`config.mk`:
```
export PLATFORM = sky130hd
export DESIGN_NAME = sample_normalize_ycc_to_rgb_top_flat
export DESIGN_NICKNAME = d
export VERILOG_FILES = /design/src/design/snyr_pkg.sv /design/src/design/snyr_if.sv /design/src/design/sample_normalize_ycc_to_rgb_top.sv /design/src/design/snyr_cfg.sv /design/src/design/snyr_norm.sv /design/src/design/snyr_csc.sv /design/src/flat_wrapper.sv
export SDC_FILE = /design/constraint.sdc
export NUM_CORES = 2
export LEC_CHECK = 0
export ABC_CLOCK_PERIOD_IN_PS = 6500
export BUFFER_PORTS_ARGS = -buffer_cell sky130_fd_sc_hd__buf_4
export CAP_MARGIN = 0
export CORE_ASPECT_RATIO = 0.8
export CORE_MARGIN = 2
export CORE_UTILIZATION = 65
export CTS_BUF_LIST = sky130_fd_sc_hd__clkbuf_2
export DETAILED_ROUTE_END_ITERATION = 10
export PLACE_DENSITY = 0.8
export SLEW_MARGIN = 20
export SYNTH_ARGS = -nofsm -noshare
export SYNTH_HDL_FRONTEND = slang
export SYNTH_SLANG_ARGS = --single-unit
```
`constraint.sdc`:
```
create_clock -name clk -period 6.5 [get_ports clk]
set_input_delay 1.625 -clock clk [delete_from_list [all_inputs] [get_ports clk]]
set_output_delay 1.625 -clock clk [all_outputs]
set_load 0.01 [all_outputs]
```
`src/design/snyr_pkg.sv`:
```
// package: shared types and constants of the sample normalizer and ycc to rgb converter
package snyr_pkg;

  localparam int SampleW = 17;
  localparam int ChanW   = 8;
  localparam int PrecW   = 5;
  localparam int ModeW   = 2;
  localparam int IdxW    = 3;
  localparam int DataW   = 5;

  // color mode codes, code three behaves as rgb
  typedef enum logic [ModeW-1:0] {
    MODE_GREY = 2'd0,
    MODE_RGB  = 2'd1,
    MODE_SYCC = 2'd2
  } mode_t;

  // register indexes of the write port
  localparam logic [IdxW-1:0] RegColorMode = 3'd0;
  localparam logic [IdxW-1:0] RegPrecZero  = 3'd1;
  localparam logic [IdxW-1:0] RegPrecOne   = 3'd2;
  localparam logic [IdxW-1:0] RegPrecTwo   = 3'd3;
  localparam logic [IdxW-1:0] RegSgnZero   = 3'd4;
  localparam logic [IdxW-1:0] RegSgnOne    = 3'd5;
  localparam logic [IdxW-1:0] RegSgnTwo    = 3'd6;

  // bt.601 coefficients, 16 fractional bits
  localparam logic signed [17:0] CoefCrR = 18'sd91881;
  localparam logic signed [17:0] CoefCbG = 18'sd22554;
  localparam logic signed [17:0] CoefCrG = 18'sd46802;
  localparam logic signed [17:0] CoefCbB = 18'sd116130;
  localparam logic [ChanW:0]     ChromaMid = 9'd128;
  localparam logic [ChanW-1:0]   ChanMax   = 8'd255;

  typedef struct packed {
    logic [ModeW-1:0] mode;
    logic [PrecW-1:0] prec_zero;
    logic [PrecW-1:0] prec_one;
    logic [PrecW-1:0] prec_two;
    logic             sgn_zero;
    logic             sgn_one;
    logic             sgn_two;
  } cfg_t;

  // load enables of a two-register section of the pipeline
  typedef struct packed {
    logic first;
    logic second;
  } stage_en_t;

endpackage

```
`src/design/snyr_if.sv`:
```
// interfaces: input pixel channel and output pixel channel
interface snyr_in_if;
  logic                                valid;
  logic                                ready;
  logic signed [snyr_pkg::SampleW-1:0] sample_zero;
  logic signed [snyr_pkg::SampleW-1:0] sample_one;
  logic signed [snyr_pkg::SampleW-1:0] sample_two;

  modport source (output valid, sample_zero, sample_one, sample_two, input ready);
  modport sink   (input valid, sample_zero, sample_one, sample_two, output ready);
endinterface

interface snyr_out_if;
  logic                          valid;
  logic                          ready;
  logic [snyr_pkg::ChanW-1:0]    red;
  logic [snyr_pkg::ChanW-1:0]    green;
  logic [snyr_pkg::ChanW-1:0]    blue;

  modport source (output valid, red, green, blue, input ready);
  modport sink   (input valid, red, green, blue, output ready);
endinterface

```
`src/design/sample_normalize_ycc_to_rgb_top.sv`:
```
// top level: sample normalizer and bt.601 ycc to rgb converter
//
//   channel   role    handshake      payload
//   pix_in    sink    valid/ready    sample_zero, sample_one, sample_two (17 bit signed)
//   pix_out   source  valid/ready    red, green, blue (8 bit unsigned)
//   wr_*      sink    wr_en only     wr_index (3 bit), wr_data (5 bit)
//
// four register stages: offset, shift and clamp, coefficient products,
// sum and saturate into the output register
// one pixel transaction per clock while pix_out does not stall; an accepted pixel moves
// through the stages in order, and pix_out.valid is the valid bit of the output register
// rst is synchronous and clears the valid bits and the configuration registers to their defaults
// each stage loads when it is empty or the stage after it moves, so a stall on pix_out
// fills the bubbles ahead of it before pix_in.ready drops; nothing is lost or repeated
module sample_normalize_ycc_to_rgb_top (
  input  logic                        clk,
  input  logic                        rst,
  input  logic                        wr_en,
  input  logic [snyr_pkg::IdxW-1:0]   wr_index,
  input  logic [snyr_pkg::DataW-1:0]  wr_data,
  snyr_in_if.sink                     pix_in,
  snyr_out_if.source                  pix_out
);
  import snyr_pkg::*;

  cfg_t cfg;

  // valid bits of stages one to four, stage four is the output register
  logic vld1, vld2, vld3, vld4;
  logic en1, en2, en3, en4;
  stage_en_t norm_en;
  stage_en_t csc_en;

  logic [ChanW-1:0] c0, c1, c2;

  // load enables ripple back from the output side
  assign en4 = !vld4 || pix_out.ready;
  assign en3 = !vld3 || en4;
  assign en2 = !vld2 || en3;
  assign en1 = !vld1 || en2;

  assign pix_in.ready  = en1;
  assign pix_out.valid = vld4;

  assign norm_en.first  = en1;
  assign norm_en.second = en2;
  assign csc_en.first   = en3;
  assign csc_en.second  = en4;

  always_ff @(posedge clk) begin
    if (rst) begin
      vld1 <= 1'b0;
      vld2 <= 1'b0;
      vld3 <= 1'b0;
      vld4 <= 1'b0;
    end else begin
      if (en1) vld1 <= pix_in.valid;
      if (en2) vld2 <= vld1;
      if (en3) vld3 <= vld2;
      if (en4) vld4 <= vld3;
    end
  end

  snyr_cfg u_cfg (
    .clk      (clk),
    .rst      (rst),
    .wr_en    (wr_en),
    .wr_index (wr_index),
    .wr_data  (wr_data),
    .cfg      (cfg)
  );

  // the three components are normalized side by side
  snyr_norm u_norm_zero (
    .clk    (clk),
    .en     (norm_en),
    .sample (pix_in.sample_zero),
    .prec   (cfg.prec_zero),
    .sgnd   (cfg.sgn_zero),
    .comp   (c0)
  );

  snyr_norm u_norm_one (
    .clk    (clk),
    .en     (norm_en),
    .sample (pix_in.sample_one),
    .prec   (cfg.prec_one),
    .sgnd   (cfg.sgn_one),
    .comp   (c1)
  );

  snyr_norm u_norm_two (
    .clk    (clk),
    .en     (norm_en),
    .sample (pix_in.sample_two),
    .prec   (cfg.prec_two),
    .sgnd   (cfg.sgn_two),
    .comp   (c2)
  );

  // mode is read live; the user must change it only while the pipeline is empty, the block does not enforce this
  snyr_csc u_csc (
    .clk   (clk),
    .en    (csc_en),
    .mode  (cfg.mode),
    .c0    (c0),
    .c1    (c1),
    .c2    (c2),
    .red   (pix_out.red),
    .green (pix_out.green),
    .blue  (pix_out.blue)
  );
endmodule

```
`src/design/snyr_cfg.sv`:
```
// configuration register file
module snyr_cfg (
  input  logic                        clk,
  input  logic                        rst,
  input  logic                        wr_en,
  input  logic [snyr_pkg::IdxW-1:0]   wr_index,
  input  logic [snyr_pkg::DataW-1:0]  wr_data,
  output snyr_pkg::cfg_t              cfg
);
  import snyr_pkg::*;

  always_ff @(posedge clk) begin
    if (rst) begin
      cfg.mode      <= MODE_GREY;
      cfg.prec_zero <= 5'd8;
      cfg.prec_one  <= 5'd8;
      cfg.prec_two  <= 5'd8;
      cfg.sgn_zero  <= 1'b0;
      cfg.sgn_one   <= 1'b0;
      cfg.sgn_two   <= 1'b0;
    end else if (wr_en) begin
      unique case (wr_index)
        RegColorMode: cfg.mode      <= wr_data[ModeW-1:0];
        RegPrecZero:  cfg.prec_zero <= wr_data[PrecW-1:0];
        RegPrecOne:   cfg.prec_one  <= wr_data[PrecW-1:0];
        RegPrecTwo:   cfg.prec_two  <= wr_data[PrecW-1:0];
        RegSgnZero:   cfg.sgn_zero  <= wr_data[0];
        RegSgnOne:    cfg.sgn_one   <= wr_data[0];
        RegSgnTwo:    cfg.sgn_two   <= wr_data[0];
        default: ;
      endcase
    end
  end
endmodule

```
`src/design/snyr_norm.sv`:
```
// one component normalizer: offset stage, then shift and clamp stage
module snyr_norm (
  input  logic                                clk,
  input  snyr_pkg::stage_en_t                 en,
  input  logic signed [snyr_pkg::SampleW-1:0] sample,
  input  logic [snyr_pkg::PrecW-1:0]          prec,
  input  logic                                sgnd,
  output logic [snyr_pkg::ChanW-1:0]          comp
);
  import snyr_pkg::*;

  logic [PrecW-1:0] p_eff;
  logic [31:0]      offset;
  logic [32:0]      sum;

  logic [30:0]      mag;
  logic             neg;
  logic [PrecW-1:0] p_q;
  logic [37:0]      wide;

  // precision zero acts as one
  assign p_eff  = (prec == '0) ? 5'd1 : prec;
  assign offset = sgnd ? (32'd1 << (p_eff - 5'd1)) : 32'd0;
  assign sum    = {{16{sample[SampleW-1]}}, sample} + {1'b0, offset};

  always_ff @(posedge clk) begin
    if (en.first) begin
      mag <= sum[30:0];
      neg <= sum[32];
      p_q <= p_eff;
    end
  end

  always_comb begin
    if (p_q >= 5'd8) begin
      wide = {7'd0, mag >> (p_q - 5'd8)};
    end else begin
      wide = {7'd0, mag} << (5'd8 - p_q);
    end
  end

  always_ff @(posedge clk) begin
    if (en.second) begin
      if (neg) begin
        comp <= '0;
      end else if (wide > 38'd255) begin
        comp <= ChanMax;
      end else begin
        comp <= wide[ChanW-1:0];
      end
    end
  end
endmodule

```
`src/design/snyr_csc.sv`:
```
// color conversion: product stage, then sum, saturate and mode select into the output register
module snyr_csc (
  input  logic                       clk,
  input  snyr_pkg::stage_en_t        en,
  input  logic [snyr_pkg::ModeW-1:0] mode,
  input  logic [snyr_pkg::ChanW-1:0] c0,
  input  logic [snyr_pkg::ChanW-1:0] c1,
  input  logic [snyr_pkg::ChanW-1:0] c2,
  output logic [snyr_pkg::ChanW-1:0] red,
  output logic [snyr_pkg::ChanW-1:0] green,
  output logic [snyr_pkg::ChanW-1:0] blue
);
  import snyr_pkg::*;

  function automatic logic [ChanW-1:0] sat8(input logic signed [12:0] v);
    if (v < 13'sd0) begin
      return '0;
    end else if (v > 13'sd255) begin
      return ChanMax;
    end
    return v[ChanW-1:0];
  endfunction

  logic signed [ChanW:0] cb;
  logic signed [ChanW:0] cr;
  logic signed [26:0]    p_r, p_gb, p_gr, p_b;
  logic [ChanW-1:0]      c0_q, c1_q, c2_q;
  logic signed [27:0]    g_sum;
  logic signed [12:0]    y_ext;
  logic signed [12:0]    r_s, g_s, b_s;

  assign cb = $signed({1'b0, c1} - ChromaMid);
  assign cr = $signed({1'b0, c2} - ChromaMid);

  always_ff @(posedge clk) begin
    if (en.first) begin
      p_r  <= 27'(CoefCrR) * 27'(cr);
      p_gb <= 27'(CoefCbG) * 27'(cb);
      p_gr <= 27'(CoefCrG) * 27'(cr);
      p_b  <= 27'(CoefCbB) * 27'(cb);
      c0_q <= c0;
      c1_q <= c1;
      c2_q <= c2;
    end
  end

  // dropping the low 16 bits of a signed product is a floor shift
  assign g_sum = 28'(p_gb) + 28'(p_gr);
  assign y_ext = $signed({5'd0, c0_q});
  assign r_s   = y_ext + 13'($signed(p_r[26:16]));
  assign g_s   = y_ext - 13'($signed(g_sum[27:16]));
  assign b_s   = y_ext + 13'($signed(p_b[26:16]));

  always_ff @(posedge clk) begin
    if (en.second) begin
      case (mode)
        MODE_GREY: begin
          red   <= c0_q;
          green <= c0_q;
          blue  <= c0_q;
        end
        MODE_SYCC: begin
          red   <= sat8(r_s);
          green <= sat8(g_s);
          blue  <= sat8(b_s);
        end
        default: begin
          red   <= c0_q;
          green <= c1_q;
          blue  <= c2_q;
        end
      endcase
    end
  end
endmodule
```
`src/flat_wrapper.sv`:
```
// flat-port wrapper written by rule: the top's interface ports become plain ports
module sample_normalize_ycc_to_rgb_top_flat import snyr_pkg::*;
  (clk, rst, wr_en, wr_index, wr_data, pix_in_valid, pix_in_sample_zero, pix_in_sample_one, pix_in_sample_two, pix_in_ready, pix_out_valid, pix_out_red, pix_out_green, pix_out_blue, pix_out_ready);
  snyr_in_if pix_in_i ();
  snyr_out_if pix_out_i ();
  input  logic clk;
  input  logic rst;
  input  logic wr_en;
  input  logic [snyr_pkg::IdxW-1:0] wr_index;
  input  logic [snyr_pkg::DataW-1:0] wr_data;
  input wire logic [$bits(pix_in_i.valid)-1:0] pix_in_valid;
  input wire logic [$bits(pix_in_i.sample_zero)-1:0] pix_in_sample_zero;
  input wire logic [$bits(pix_in_i.sample_one)-1:0] pix_in_sample_one;
  input wire logic [$bits(pix_in_i.sample_two)-1:0] pix_in_sample_two;
  output wire logic [$bits(pix_in_i.ready)-1:0] pix_in_ready;
  output wire logic [$bits(pix_out_i.valid)-1:0] pix_out_valid;
  output wire logic [$bits(pix_out_i.red)-1:0] pix_out_red;
  output wire logic [$bits(pix_out_i.green)-1:0] pix_out_green;
  output wire logic [$bits(pix_out_i.blue)-1:0] pix_out_blue;
  input wire logic [$bits(pix_out_i.ready)-1:0] pix_out_ready;
  assign pix_in_i.valid = pix_in_valid;
  assign pix_in_i.sample_zero = pix_in_sample_zero;
  assign pix_in_i.sample_one = pix_in_sample_one;
  assign pix_in_i.sample_two = pix_in_sample_two;
  assign pix_in_ready = pix_in_i.ready;
  assign pix_out_valid = pix_out_i.valid;
  assign pix_out_red = pix_out_i.red;
  assign pix_out_green = pix_out_i.green;
  assign pix_out_blue = pix_out_i.blue;
  assign pix_out_i.ready = pix_out_ready;
  sample_normalize_ycc_to_rgb_top u_core (.clk(clk), .rst(rst), .wr_en(wr_en), .wr_index(wr_index), .wr_data(wr_data), .pix_in(pix_in_i), .pix_out(pix_out_i));
endmodule
```
# Word-level counts from Yosys, hierarchy flattened
# Cells that the tools add are included.
[totals]
wordCells = 139
out_inout_bits = 26
latch_bits = 0
mem_bits_ro = 0
mem_count = 0
ff_bits = 309
ram_bits = 0
[classes]
eq_ne = 7
n_reduce_logical = 20
bitwise = 0
magnitude_cmp = 12
shift = 9
div = 0
n_mux = 36
addsub = 18
multipliers = 4
[op_table]
columns = ["cell", "n"]
rows = [
  ["$gt A38 B8 Y1 const B", 3],
  ["$mux W38", 3],
  ["$shl A31 B5 Y38", 3],
  ["$mux W8", 13],
  ["$add A33 B32 Y33", 3],
  ["$mux W32", 3],
  ["$shl A1 B5 Y32 const A", 3],
  ["$shr A31 B5 Y31", 3],
  ["$pmux W8 S2", 2],
  ["$add A25 B26 Y27", 1],
  ["$mul A18 B9 Y27 const A", 1],
  ["$mul A17 B9 Y26 const A", 1],
  ["$mul A16 B9 Y25 const A", 1],
  ["$add A9 B11 Y12", 2],
  ["$gt A12 B9 Y1 const B", 2],
  ["$lt A12 B1 Y1 const B", 2],
  ["$mul A15 B9 Y24 const A", 1],
  ["$sub A8 B8 Y9 const B", 2],
  ["$ge A5 B4 Y1 const B", 3],
  ["$logic_not A5 Y1", 3],
  ["$mux W5", 3],
  ["$sub A4 B5 Y5 const A", 3],
  ["$sub A5 B1 Y5 const B", 3],
  ["$sub A5 B4 Y5 const B", 3],
  ["13 further kinds", 39],
]

# Logic depth before layout (Yosys ltp)
[logic_depth]
word_depth = 9
mapped_depth = 22
mapped_depth_nobuf = 22

# Cells and area by module
# From an unflattened synthesis, not the netlist that was laid out.
[hier_totals]
hier_cells = 3467
area_unflattened_um2 = 32645.1
[modules_own_cells]
columns = ["module", "area_per_inst_um2", "seq_area_each_um2", "cells_per_inst", "instances"]
rows = [
  ["snyr_csc", 13322.8, 3423.3, 1226, 1],
  ["snyr_norm (u_core.u_norm_one ...)", 6223.5, 1351.3, 731, 2],
  ["snyr_norm (u_core.u_norm_zero)", 5876.9, 1351.3, 687, 1],
  ["snyr_cfg", 838.3, 400.4, 76, 1],
  ["sample_normalize_ycc_to_rgb_top", 160.2, 80.1, 16, 1],
]

# Worst setup path after synthesis
# No wires, ideal clock.
[synth_path]
path_type = "input to output"
start = "in pix_out_ready"
end = "out pix_in_ready"
slack_ps = 565
required_ps = 4875
stages = 3
n_path_buf = 0
arrival_ps = 4310
cell_sequence = "nor2b_1 > and3_1 > nand2_1"
[synth_between]
elab_chain_len = 4
[synth_rtl]
columns = ["item", "line", "text"]
rows = [
  ["start, declared", "flat_wrapper.sv:20", "input wire logic [$bits(pix_out_i.ready)-1:0] pix_out_ready;"],
  ["$logic_or A1 B1 Y1", "sample_normalize_ycc_to_rgb_top.sv:37", "assign en4 = !vld4 || pix_out.ready;"],
  ["$logic_or A1 B1 Y1", "sample_normalize_ycc_to_rgb_top.sv:38", "assign en3 = !vld3 || en4;"],
  ["$logic_or A1 B1 Y1", "sample_normalize_ycc_to_rgb_top.sv:39", "assign en2 = !vld2 || en3;"],
  ["$logic_or A1 B1 Y1", "sample_normalize_ycc_to_rgb_top.sv:40", "assign en1 = !vld1 || en2;"],
  ["end, declared", "flat_wrapper.sv:15", "output wire logic [$bits(pix_in_i.ready)-1:0] pix_in_ready;"],
]
# Every way passes these cells.

# Worst setup path after layout
[layout_path]
start = "reg u_core.u_norm_two.comp[7] (netlist name)"
end = "reg u_core.u_csc.p_r[25], data pin"
[layout_between]
elab_chain_len = 2
[layout_rtl]
columns = ["item", "line", "text"]
rows = [
  ["start, declared", "snyr_norm.sv:8", "output logic [snyr_pkg::ChanW-1:0] comp"],
  ["start signal, assigned", "snyr_norm.sv:47", "comp <= ChanMax;"],
  ["start signal, assigned", "snyr_norm.sv:49", "comp <= wide[ChanW-1:0];"],
  ["$sub A8 B8 Y9", "snyr_csc.sv:33", "assign cr = $signed({1'b0, c2} - ChromaMid);"],
  ["$mul A18 B9 Y27", "snyr_csc.sv:37", "p_r <= 27'(CoefCrR) * 27'(cr);"],
  ["end signal, assigned", "snyr_csc.sv:37", ""],
  ["end, declared", "snyr_csc.sv:26", "logic signed [26:0] p_r, p_gb, p_gr, p_b;"],
]
# Every way passes these cells.
# A chain may end at the register's enable or synchronous reset.

==> metrics.cfg <==
[sta]
fin_crit_sh_pct = 93.0
maxSlewViolCount = 0
worst_slack_ns = 0.452
holdWs_ns = 0.416
worst_pin_slew_ns = 1.03
finalSetupViolations = 0
slew_headroom_pct = 30.7
max_freq_ghz = 0.165
final.min_clock_period_ns = 6.05
finClkSkew_ns = 0.0832
fin_setup_tns_ns = 0
hold_viol = 0
rsz0062_at_grt = no

[finish]
drive_above_1_share_pct = 10.8
finalNonFillerCells = 4041
area_growth_pct = 6.22
nNetsFinal = 3937
fill_cells = 3600

[critical_path]
startpoint = u_core.u_norm_two.comp[7]$_SDFFCE_PP0P_
arrival_ns = 6.86
slowest_stage = edfxtp_1
endpoint = u_core.u_csc.p_r[25]$_DFFE_PP_
r2r-start = u_core.u_norm_two.comp[7]$_SDFFCE_PP0P_
cp_max_fo = 17
slowest_delay_ns = 0.63
reg2reg_to = u_core.u_csc.p_r[25]$_DFFE_PP_
worstSetupPathType = reg2reg
crit_top_cell = ha_1
rrSetupSlack_ns = 0.45
end_kind = flip-flop
startpoint_type = flip-flop
critPathRequiredTime_ns = 7.31
worst-r2r-cell-count = 20
worstPathCellList = clkinv_1 -> buf_4 -> ha_1 -> ha_1 -> inv_1 -> fa_1 -> fa_1 -> inv_1 -> ha_1 -> ha_1 -> a21o_1 -> a21oi_1 -> o211a_1 -> nor2_1 -> a221oi_1 -> nor4b_2 -> nor3_1 -> a2111o_1 -> a21oi_1 -> xnor2_1

[global_routing]
grt_start_max_net_pins = 88
grt_overflow = 0
gr-usage-all-layers_pct = 33.2
grt_pass1_wl_mm = 129
grt_pass1_vias = 24500
antenna_found_initial = 2

[placed_design]
hpwl_mm = 63.3
dpl.cell_count = 3906
port_buffers = 89
routabilityCongestion = 1.01
pre_cts_ws_ns = 0.617

[power_and_ir_drop]
power_per_cell_area_mw_per_mm2 = 398
ir_drop_v = 0.000899
total_leakage_power_nw = 14.3

[worst_hold_path]
min_path_type = reg2reg

[die]
core_mm2 = 0.0470
fp.dieH_um = 199
dieArea_mm2 = 0.0493
die_x_um = 248
row_count = 71
floorplan.initialDensity_pct = 65.7
io_pins = 90

[route]
wirelength_mm = 80.9
drt_iter0_drc = 2688
drtAntennaViolNets = 0
vias = 25900
drc = 0
wl_per_cell_um = 20.0
via_per_inst = 6.40
firstDrtPassIters = 9

[logic_synthesis]
yosys.area_share.adder_pct = 23.5
ys_top_cells_by_area = edfxtp_1, ha_1, fa_1
yosysSeqAreaShare_pct = 25.8
synth_ff_type = edfxtp_1
synth-xor-area-share_pct = 4.42
netlist_instances = 3295
async_flop_share_pct = 0
ys_types = 95
synthesis.area_mm2 = 0.0309
synth_area_per_cell_um2 = 9.37
synth_top_area_cell = edfxtp_1
synth_top_family_by_area = adder cells
synth_top_area_share_pct = 24.2
yosys-mux-area-fraction_pct = 10.0
synth_warnings = 0
synth_simple_gate_area_share_pct = 13.7
synth_edf_count = 249
ys_seq_elements = 273
synth_compound_area_share_pct = 17.4

[clocking]
hold_buffers = 0
cts_resized = 0
clk_latency_ns = 1.09
cts.sinks = 273
clock_path_buffers = 3
numCtsBuffers = 73
cts_tree = yes
clock_tree.htree_level_count = 3
path_clk_slew_ns = 0.10
clk_root_buffer_cell = clkbuf_2
cts_setup_buffers = 0

[job]
cap_viol_max_count = 0

[status]
status = finished clean

[sequential cells by signal, indices dropped and copies added (netlist names), 11 cells and up]
register / cells
u_core.u_norm_two.mag: 31
u_core.u_norm_zero.mag: 31
u_core.u_csc.p_gr: 18
u_core.u_cfg.cfg: 20
u_core.u_norm_one.mag: 31
u_core.u_csc.p_b: 11
u_core.u_csc.p_gb: 22
u_core.u_csc.p_r: 18
[layout by cell type (no fill, tap or decap), types with 33 or more instances in the layout]
| cell | count |
|---|---|
| o21a_1 | 45 |
| nand3_1 | 63 |
| mux2i_1 | 126 |
| mux2_2 | 34 |
| mux4_2 | 58 |
| buf_4 | 117 |
| clkbuf_2 | 96 |
| xnor2_1 | 116 |
| o21bai_1 | 37 |
| nor3_1 | 72 |
| nor2_1 | 321 |
| nand2_1 | 184 |
| o211ai_1 | 40 |
| ha_1 | 399 |
| fa_1 | 113 |
| a21oi_1 | 238 |
| o21ai_0 | 132 |
| a21o_1 | 49 |
| nor2b_1 | 59 |
| nand2b_1 | 37 |
| inv_1 | 271 |
| a211oi_1 | 53 |
| o21ai_1 | 33 |
| xor2_1 | 39 |
| edfxtp_1 | 249 |
[critical path: cells and delay by family (launching register included)]
kind	cells	cell delay, ns
fa+ha+maj	6	2.15
compound gates	6	1.72
simple gates	3	0.64
flops	1	0.63
buf+inv	4	0.54
xor+xnor	1	0.08
[cell usage after synthesis, types with 33 or more instances]
cell / number
nor3_1: 72
ha_1: 399
nor2b_1: 60
mux4_2: 58
o21a_1: 45
edfxtp_1: 249
inv_1: 273
mux2_2: 34
a21oi_1: 238
mux2i_1: 126
clkbuf_1: 65
o211ai_1: 40
buf_2: 36
nand2_1: 186
nor2_1: 321
a21o_1: 49
nand2b_1: 37
a211oi_1: 53
xnor2_1: 117
fa_1: 113
nand3_1: 63
o21ai_0: 132
o21bai_1: 37
xor2_1: 39
o21ai_1: 33
[area by class of cell]
| class | count | area [um^2] | share of cell area (%) |
|---|---|---|---|
| well taps | 620 | 776 | 2.36 |
| repair buffers | 118 | 890 | 2.71 |
| clock buffers | 96 | 480 | 1.46 |
| inverters | 281 | 1050 | 3.21 |
| diodes | 4 | 10.0 | 0.0305 |
| flip-flops and latches | 273 | 7960 | 24.3 |
| multi-input cells | 2614 | 21300 | 65.1 |
| clock inverters | 35 | 292 | 0.889 |
[worst min path at each step]
stage                                             startpoint                        endpoint  depth (start not counted)
global route        u_core.u_norm_zero.comp[6]$_SDFFCE_PP0P_  u_core.u_csc.c0_q[6]$_DFFE_PP_                          0
detailed placement  u_core.u_norm_zero.comp[1]$_SDFFCE_PP0P_  u_core.u_csc.c0_q[1]$_DFFE_PP_                          0
CTS                 u_core.u_norm_zero.comp[7]$_SDFFCE_PP0P_  u_core.u_csc.c0_q[7]$_DFFE_PP_                          0
global placement    u_core.u_norm_zero.comp[6]$_SDFFCE_PP0P_  u_core.u_csc.c0_q[6]$_DFFE_PP_                          0
floorplan           u_core.u_norm_zero.comp[0]$_SDFFCE_PP0P_  u_core.u_csc.c0_q[0]$_DFFE_PP_                          0
finish              u_core.u_norm_zero.comp[7]$_SDFFCE_PP0P_  u_core.u_csc.c0_q[7]$_DFFE_PP_                          0
[where the power goes]
group	internal, mW	leakage (nW)	total, mW	switching (mW)
Clock	0.617	0.535	1.43	0.809
Sequential	2.59	2.82	2.87	0.283
Combinational	3.90	11.0	8.76	4.86
[per-stage QoR]
stage	util (%)	instance area (um^2)	power, mW
6_report	69.8	32800	13.1
5_1_grt	69.8	32800	14.4
4_1_cts	69.8	32800	13.0
3_5_place_dp	68.1	32000	11.5
3_3_place_gp	68.1	32000	11.1
2_1_floorplan	-	30900	9.41
[metal layers]
metal | track usage (%) | wire length, um
met1 | 48.4 | 35700
met2 | 49.9 | 34900
met3 | 5.94 | 7820
met4 | 10.8 | 2470
met5 | 0 | 8
[cells by family after synthesis]
kind of cell    after synthesis
buf+inv                     410
other cells                   1
xor+xnor                    156
flops                       273
compound gates              823
simple gates                890
fa+ha+maj                   512
mux                         230
No activity file was read; power rests on OpenSTA's default activity.
